<file path="src/hdl/hcbd_pkg.sv">
`default_nettype none

package hcbd_pkg;

  localparam int SIZE_DIGITS_DEF = 8;
  localparam int CFG_IDX_W       = 1;

  // Configuration register indexes
  localparam logic [CFG_IDX_W-1:0] REG_CHUNKED_MODE = 1'd0;
  localparam logic [CFG_IDX_W-1:0] REG_BODY_LENGTH  = 1'd1;

  typedef enum logic [2:0] {
    PH_SIZE = 3'd0,
    PH_DATA = 3'd1,
    PH_SKIP = 3'd2,
    PH_DONE = 3'd3,
    PH_ERR  = 3'd4
  } phase_t;

  typedef struct packed {
    logic [7:0] in_byte;
    logic       restart;
  } in_req_t;

  typedef struct packed {
    logic        out_valid;
    logic [7:0]  out_byte;
    logic [2:0]  status;
    logic [31:0] payload_count;
  } out_req_t;

endpackage

`default_nettype wire

</file>
<file path="src/hdl/http_chunked_body_decoder.sv">
// HTTP body decoder, chunked transfer coding or fixed content length.
// Input channel: in_valid / in_stall / in_req carry one body byte per request
//   (in_byte, restart). A request is taken on a clock edge with in_valid high
//   and in_stall low. restart=1 starts a new body with this byte.
// Output channel: out_valid / out_stall / out_req carry exactly one result per
//   input request: out_valid flag with out_byte (payload or zero), status
//   (0 size line, 1 data, 2 delimiter skip, 3 done, 4 error) and the running
//   payload_count.
// Config channel: cfg_valid / cfg_ready / cfg_index / cfg_data. Index 0 is
//   chunked_mode, index 1 is the body length. cfg_ready is always high; write
//   only while no request is in flight.
// Results are registered in the output buffer when their requests are taken.
// Throughput: one byte per cycle when not stalled; next-state logic is one
//   short stage between the decoder state registers and the output register.
// Stall: results sit in a two-entry buffer (output register plus skid slot),
//   so a request can be taken while a result waits. in_stall goes high only
//   once both entries are occupied.
// Reset (rst, synchronous): clears decoder state, both config registers and
//   empties the output buffer.
`default_nettype none

module http_chunked_body_decoder import hcbd_pkg::*; #(
  parameter int SIZE_DIGITS = SIZE_DIGITS_DEF
) (
  input  wire logic                 clk,
  input  wire logic                 rst,
  input  wire logic                 in_valid,
  output logic                      in_stall,
  input  wire in_req_t              in_req,
  output logic                      out_valid,
  input  wire logic                 out_stall,
  output out_req_t                  out_req,
  input  wire logic                 cfg_valid,
  output logic                      cfg_ready,
  input  wire logic [CFG_IDX_W-1:0] cfg_index,
  input  wire logic [31:0]          cfg_data
);

  logic        chunked_mode;
  logic [31:0] body_length;
  logic        in_fire;
  out_req_t    res;

  assign cfg_ready = 1'b1;
  assign in_fire   = in_valid && !in_stall;

  // config registers
  always_ff @(posedge clk) begin
    if (rst) begin
      chunked_mode <= 1'b0;
      body_length  <= '0;
    end else if (cfg_valid && cfg_ready) begin
      case (cfg_index)
        REG_CHUNKED_MODE: chunked_mode <= cfg_data[0];
        REG_BODY_LENGTH:  body_length  <= cfg_data;
        default: ;
      endcase
    end
  end

  hcbd_engine #(
    .SIZE_DIGITS(SIZE_DIGITS)
  ) u_engine (
    .clk          (clk),
    .rst          (rst),
    .chunked_mode (chunked_mode),
    .body_length  (body_length),
    .in_fire      (in_fire),
    .in_req       (in_req),
    .res          (res)
  );

  hcbd_outbuf u_outbuf (
    .clk       (clk),
    .rst       (rst),
    .push      (in_fire),
    .push_req  (res),
    .full      (in_stall),
    .out_valid (out_valid),
    .out_stall (out_stall),
    .out_req   (out_req)
  );

`ifndef SYNTHESIS
  // skid slot only fills behind an occupied output register
  a_stall_needs_out: assert property (@(posedge clk) disable iff (rst)
    in_stall |-> out_valid)
    else $error("input stalled with empty output register");

  // a request taken into an empty buffer shows up next cycle
  a_fill_latency: assert property (@(posedge clk) disable iff (rst)
    (in_valid && !in_stall && !out_valid) |=> out_valid)
    else $error("result missing after request");

  // payload byte never reported with an error or size-line status
  a_no_byte_on_err: assert property (@(posedge clk) disable iff (rst)
    (out_valid && out_req.out_valid) |-> (out_req.status != PH_ERR &&
                                          out_req.status != PH_SIZE))
    else $error("payload byte with bad status");

  // out_byte is zero whenever no payload byte is flagged
  a_byte_zero: assert property (@(posedge clk) disable iff (rst)
    (out_valid && !out_req.out_valid) |-> (out_req.out_byte == 8'd0))
    else $error("nonzero out_byte without payload flag");
`endif

endmodule

`default_nettype wire

</file>
<file path="src/hdl/hcbd_engine.sv">
`default_nettype none

// Decoder state and per-byte next-state logic. State advances on each accepted byte.
module hcbd_engine import hcbd_pkg::*; #(
  parameter int SIZE_DIGITS = SIZE_DIGITS_DEF
) (
  input  wire logic        clk,
  input  wire logic        rst,
  input  wire logic        chunked_mode,
  input  wire logic [31:0] body_length,
  input  wire logic        in_fire,
  input  wire in_req_t     in_req,
  output out_req_t         res
);

  localparam int DC_W = $clog2(SIZE_DIGITS + 1);
  localparam logic [7:0] CH_LF = 8'h0A;
  localparam logic [7:0] CH_SP = 8'h20;

  phase_t          phase;
  logic [31:0]     bytes_left;
  logic [DC_W-1:0] digit_count;
  logic            size_ended;
  logic [1:0]      skip_left;
  logic [31:0]     forwarded_total;

  phase_t          phase_next;
  logic [31:0]     bytes_left_next;
  logic [DC_W-1:0] digit_count_next;
  logic            size_ended_next;
  logic [1:0]      skip_left_next;
  logic [31:0]     forwarded_total_next;

  phase_t          cur_phase;
  logic [31:0]     cur_left;
  logic [DC_W-1:0] cur_dc;
  logic            cur_se;
  logic [1:0]      cur_skip;
  logic [31:0]     cur_total;
  logic [31:0]     total_inc;
  logic            hex_ok;
  logic [3:0]      hex_val;
  logic            fwd;
  logic [7:0]      c;

  function automatic logic [4:0] hex_decode(input logic [7:0] ch);
    logic [4:0] r;
    r = 5'd0;
    if (ch >= 8'h30 && ch <= 8'h39) r = {1'b1, ch[3:0]};
    else if ((ch >= 8'h41 && ch <= 8'h46) || (ch >= 8'h61 && ch <= 8'h66))
      r = {1'b1, ch[3:0] + 4'd9};
    return r;
  endfunction

  always_comb begin
    c = in_req.in_byte;
    {hex_ok, hex_val} = hex_decode(c);

    // restart clears decoder state ahead of this byte
    if (in_req.restart) begin
      cur_phase = PH_SIZE;
      cur_left  = '0;
      cur_dc    = '0;
      cur_se    = 1'b0;
      cur_skip  = '0;
      cur_total = '0;
    end else begin
      cur_phase = phase;
      cur_left  = bytes_left;
      cur_dc    = digit_count;
      cur_se    = size_ended;
      cur_skip  = skip_left;
      cur_total = forwarded_total;
    end

    total_inc = (cur_total != '1) ? cur_total + 32'd1 : cur_total;

    phase_next           = cur_phase;
    bytes_left_next      = cur_left;
    digit_count_next     = cur_dc;
    size_ended_next      = cur_se;
    skip_left_next       = cur_skip;
    forwarded_total_next = cur_total;
    fwd                  = 1'b0;

    if (cur_phase == PH_DONE || cur_phase == PH_ERR) begin
      // past the end: ignore
    end else if (!chunked_mode) begin
      if (cur_total < body_length) begin
        fwd                  = 1'b1;
        forwarded_total_next = total_inc;
        // no saturation possible here, so done means one short before
        phase_next = (cur_total + 32'd1 == body_length) ? PH_DONE : PH_DATA;
      end else begin
        phase_next = PH_DONE;
      end
    end else if (cur_phase == PH_SIZE) begin
      if (c == CH_LF) begin
        phase_next       = (cur_dc == '0 || cur_left == '0) ? PH_DONE : PH_DATA;
        digit_count_next = '0;
        size_ended_next  = 1'b0;
      end else if (!cur_se) begin
        if (c == CH_SP && cur_dc == '0) begin
          // leading space
        end else if (!hex_ok) begin
          size_ended_next = 1'b1;
        end else if (cur_dc >= DC_W'(SIZE_DIGITS)) begin
          phase_next = PH_ERR;
        end else begin
          bytes_left_next  = (|cur_left[31:28]) ? '1 : {cur_left[27:0], hex_val};
          digit_count_next = cur_dc + DC_W'(1);
        end
      end
    end else if (cur_phase == PH_DATA) begin
      if (cur_left == '0) begin
        phase_next     = PH_SKIP;
        skip_left_next = 2'd1;
      end else begin
        fwd                  = 1'b1;
        forwarded_total_next = total_inc;
        bytes_left_next      = cur_left - 32'd1;
        if (cur_left == 32'd1) begin
          phase_next     = PH_SKIP;
          skip_left_next = 2'd2;
        end
      end
    end else begin
      skip_left_next = (cur_skip != '0) ? cur_skip - 2'd1 : cur_skip;
      if (skip_left_next == '0) begin
        phase_next       = PH_SIZE;
        bytes_left_next  = '0;
        digit_count_next = '0;
        size_ended_next  = 1'b0;
      end
    end

    res.out_valid     = fwd;
    res.out_byte      = fwd ? c : 8'd0;
    res.status        = phase_next;
    res.payload_count = forwarded_total_next;
  end

  always_ff @(posedge clk) begin
    if (rst) begin
      phase           <= PH_SIZE;
      bytes_left      <= '0;
      digit_count     <= '0;
      size_ended      <= 1'b0;
      skip_left       <= '0;
      forwarded_total <= '0;
    end else if (in_fire) begin
      phase           <= phase_next;
      bytes_left      <= bytes_left_next;
      digit_count     <= digit_count_next;
      size_ended      <= size_ended_next;
      skip_left       <= skip_left_next;
      forwarded_total <= forwarded_total_next;
    end
  end

endmodule

`default_nettype wire

</file>
<file path="src/hdl/hcbd_outbuf.sv">
`default_nettype none

// Two-entry result buffer: main output register plus skid slot.
module hcbd_outbuf import hcbd_pkg::*; (
  input  wire logic     clk,
  input  wire logic     rst,
  input  wire logic     push,
  input  wire out_req_t push_req,
  output logic          full,
  output logic          out_valid,
  input  wire logic     out_stall,
  output out_req_t      out_req
);

  logic     main_v;
  out_req_t main_q;
  logic     skid_v;
  out_req_t skid_q;
  logic     pop;

  assign pop       = main_v && !out_stall;
  assign full      = skid_v;
  assign out_valid = main_v;
  assign out_req   = main_q;

  always_ff @(posedge clk) begin
    if (rst) begin
      main_v <= 1'b0;
      skid_v <= 1'b0;
    end else if (pop) begin
      if (skid_v) begin
        main_q <= skid_q;
        skid_v <= 1'b0;
      end else if (push) begin
        main_q <= push_req;
      end else begin
        main_v <= 1'b0;
      end
    end else if (push) begin
      if (!main_v) begin
        main_q <= push_req;
        main_v <= 1'b1;
      end else begin
        skid_q <= push_req;
        skid_v <= 1'b1;
      end
    end
  end

endmodule

`default_nettype wire
</file>
<file path="config.mk">
export PLATFORM = sky130hd
export DESIGN_NAME = http_chunked_body_decoder
export DESIGN_NICKNAME = d
export VERILOG_FILES = /design/src/hdl/hcbd_pkg.sv /design/src/hdl/http_chunked_body_decoder.sv /design/src/hdl/hcbd_engine.sv /design/src/hdl/hcbd_outbuf.sv
export SDC_FILE = /design/constraint.sdc
export NUM_CORES = 1
export LEC_CHECK = 0
export BUFFER_PORTS_ARGS = -buffer_cell sky130_fd_sc_hd__clkbuf_2
export CORE_MARGIN = 8
export CORE_UTILIZATION = 24
export CTS_CLUSTER_DIAMETER = 150
export DETAILED_ROUTE_END_ITERATION = 10
export RECOVER_POWER = 25
export SLEW_MARGIN = 15
export SYNTH_ARGS = -nofsm -noshare
export SYNTH_HDL_FRONTEND = slang
export SYNTH_SLANG_ARGS = --single-unit
</file>
<file path="constraint.sdc">
create_clock -name clk -period 5.52 [get_ports clk]
set_input_delay 1.104 -clock clk [delete_from_list [all_inputs] [get_ports clk]]
set_output_delay 1.104 -clock clk [all_outputs]
set_load 0.05 [all_outputs]
</file>
==> flow_summary.toml <==
[run_status]
status = "finished with violations"
violations = "max-capacitance violations, max-slew violations"

[route]
avgRoutedWirePerCell_um = 20.8
drc_errors = 0
drt_iter0_markers = 1183
via_per_inst = 5.34
drtAntennaViolNets = 0
drtPass1Iterations = 6
via_count = 12300
finalWirelength_um = 48000

[clock_tree]
numCtsBuffers = 17
htree_levels = 4
clkSlewWorstSetupHoldPaths_ns = 0.08
clock_latency_ns = 0.50
hold_buffers = 0
cts_tree = "built"
cts_setup_buffers = 0
cts_root_buf = "clkbuf_16"
cts.sinks = 197
cts_resized = 0
clockBufferDepth = 2

[cells_and_area]
design_area_um2 = 14700
finalNonFillerCells = 2308
area_growth_pct = 14.4
final.fill_count = 5672
finalNetCount = 1696
utilization_pct = 27.9
drive_above_1_share_pct = 11.7

[power_and_ir_drop]
p_per_area_nw_per_um2 = 251
leakagePower_nw = 5.10
ir_drop_v = 0.000144

[sta]
worst_slew_pin_slew_ns = 3.05
fin_crit_sh_pct = 91.1
slew_viol_final = 125
rsz0062_at_grt = "no"
period_needed_ns = 5.03
setup_tns_ns = 0
holdWs_ns = 0.460
fmax_mhz = 199
setup_viol = 0
slew_headroom_pct = -103
fin_skew_ns = 0.0152
hold_viol = 0

[logic_synthesis]
synth_edf_count = 88
async_flop_share_pct = 0
synthTopCellsByCount = "nand2_1, a21oi_1, nor2_1"
synth.top_cells.by_area = "edfxtp_1, dfxtp_1, nand2_1, a21oi_1, ha_1"
synth_top_area_share_pct = 20.6
avgSynthCellArea_um2 = 8.28
yosys_warnings = 0
synth_cell_type_count = 83
yosys_register_bits = 197
synth_top_family_by_area = "simple AND/OR/NAND/NOR gates"
ys_seq_area_share_pct = 37.6
yosys.area_share.simple_pct = 24.2
synth_ff_type = "dfxtp_1"
synth_cells = 1550
syn_area_um2 = 12800
synthesis.nets = 1640
synthAdderAreaFrac_pct = 4.19
synthXorXnorAreaFrac_pct = 4.37
yosysMostFrequentCell = "nand2_1"
synth_top_cell_by_area = "edfxtp_1"
muxShareOfSynthArea_pct = 2.71
synth_compound_area_share_pct = 21.4

[worst_setup_path]
arrival_ns = 5.34
path_max_fanout = 25
worstSetupStartpointType = "input port"
cp-end-kind = "flop"
path_class = "in -> reg"
required_ns = 5.83

[die]
ios = 94
die_area_um2 = 61100
num_rows = 84
initial_utilization_pct = 24.4
die_h_um = 247
die_w_um = 247
design.core.area_um2 = 52700

[hold_path]
hold_path.class = "reg -> reg"

[placed_design]
routabilityCongestion = 0.952
portBuffers = 92
dpl.cell_count = 2275
hpwl_um = 35200
placed_cell_area_um2 = 14100

[global_routing]
grt_remaining_overflow = 0
grt_max_degree = 58
track_usage_pct = 15.5
grt_pass1_vias = 11700
grt_antenna_before_repair = 1
grt_first_pass_wirelength_um = 73000

[flow_run]
drv_cap = 3
==> stage by stage <==
stage          power [mW]  setup WS [ns]
3_5_place_dp         2.38        -0.0515
6_report             3.68          0.492
3_3_place_gp         2.37         -0.106
2_1_floorplan        2.12         0.0507
5_1_grt              3.84          0.365
4_1_cts              3.72          0.494
==> final timing paths <==
kind / start / slack, ns / endpoint / cells after the start
worst max register to register: u_engine.forwarded_total[1] / 1.20 / u_outbuf.out_req[33] / 10
worst min-delay path: body_length[13] / 0.46 / body_length[13] / 2
worst min register to register: body_length[13] / 0.46 / body_length[13] / 2
worst max-delay path: in_req[0] / 0.49 / u_outbuf.out_req[33] / 12
==> final cells by class <==
cell class                      count  area [um^2]  share of cell area (%)
Antenna cell                        1         2.50                  0.0171
Clock buffer                       17          425                    2.90
Clock inverter                     15          189                    1.29
Inverter                           67          251                    1.71
Multi-Input combinational cell   1180         7340                    50.0
Sequential cell                   197         4820                    32.9
Tap cell                          688          861                    5.87
Timing Repair Buffer              143          779                    5.31
==> power by group <==
group          total (mW)  internal (mW)  leakage, nW  switching, mW
registers            1.65           1.59         1.74         0.0635
logic               0.695          0.215         3.06          0.481
clock network        1.33          0.625        0.300          0.709
total                3.68           2.43         5.10           1.25
==> metal layers <==
metal  vias to the layer above  track usage, %  wire length, um
met5                         -               0                0
met4                         0            6.44             1860
met3                        96            3.29             2710
met2                       429            26.5            23800
met1                      5992            18.8            19700
li1                       5804               -                -
==> kinds of logic (layout without fill, tap and decap cells) <==
group | count (synthesis) | in the layout
xor+xnor | 64 | 64
mux | 32 | 32
compound gates | 424 | 424
buf+inv | 173 | 242
other cells | 1 | 2
flops | 197 | 197
fa+ha+maj | 43 | 43
simple gates | 616 | 616
==> placed cells by master (no fill, tap or decap), drive strengths merged, types with 8 or more instances in the layout <==
cell	synthesis	final
a211oi	11	11
a21oi	133	133
a31oi	33	33
and2	14	14
and3	8	8
buf	33	50
clkbuf	73	110
dfxtp	109	109
edfxtp	88	88
ha	43	43
inv	67	78
mux2	22	22
mux2i	10	10
nand2	202	202
nand2b	11	11
nand3	34	34
nand4	26	26
nand4b	8	8
nor2	130	130
nor2b	41	41
nor3	42	42
nor4	25	25
o2111ai	9	9
o211ai	36	36
o21a	8	8
o21ai	99	99
o22ai	9	9
or3	23	23
or4	22	22
xnor2	48	48
xor2	16	16
==> state kept, by name, summed over array words and instances, names as in the netlist <==
register and flops:
u_outbuf.out_req 44, u_outbuf.skid_q 44, body_length 32, u_engine.bytes_left 32, u_engine.forwarded_total 32, u_engine.digit_count 4
u_engine.phase 3, u_engine.skip_left 2, chunked_mode 1, u_engine.size_ended 1, u_outbuf.full 1, u_outbuf.out_valid 1
==> critical path, cell delays in order <==
cell and delay (ns):
buf_2 0.24, buf_4 0.28, nor2b_1 0.33, ha_1 0.34
nand4_2 0.30, or4_1 0.78, nor4_1 0.72, mux2i_1 0.34
xnor2_1 0.10, a21oi_1 0.17, nand4_1 0.31, a31oi_1 0.31
Power figures use the tool's default switching activity.
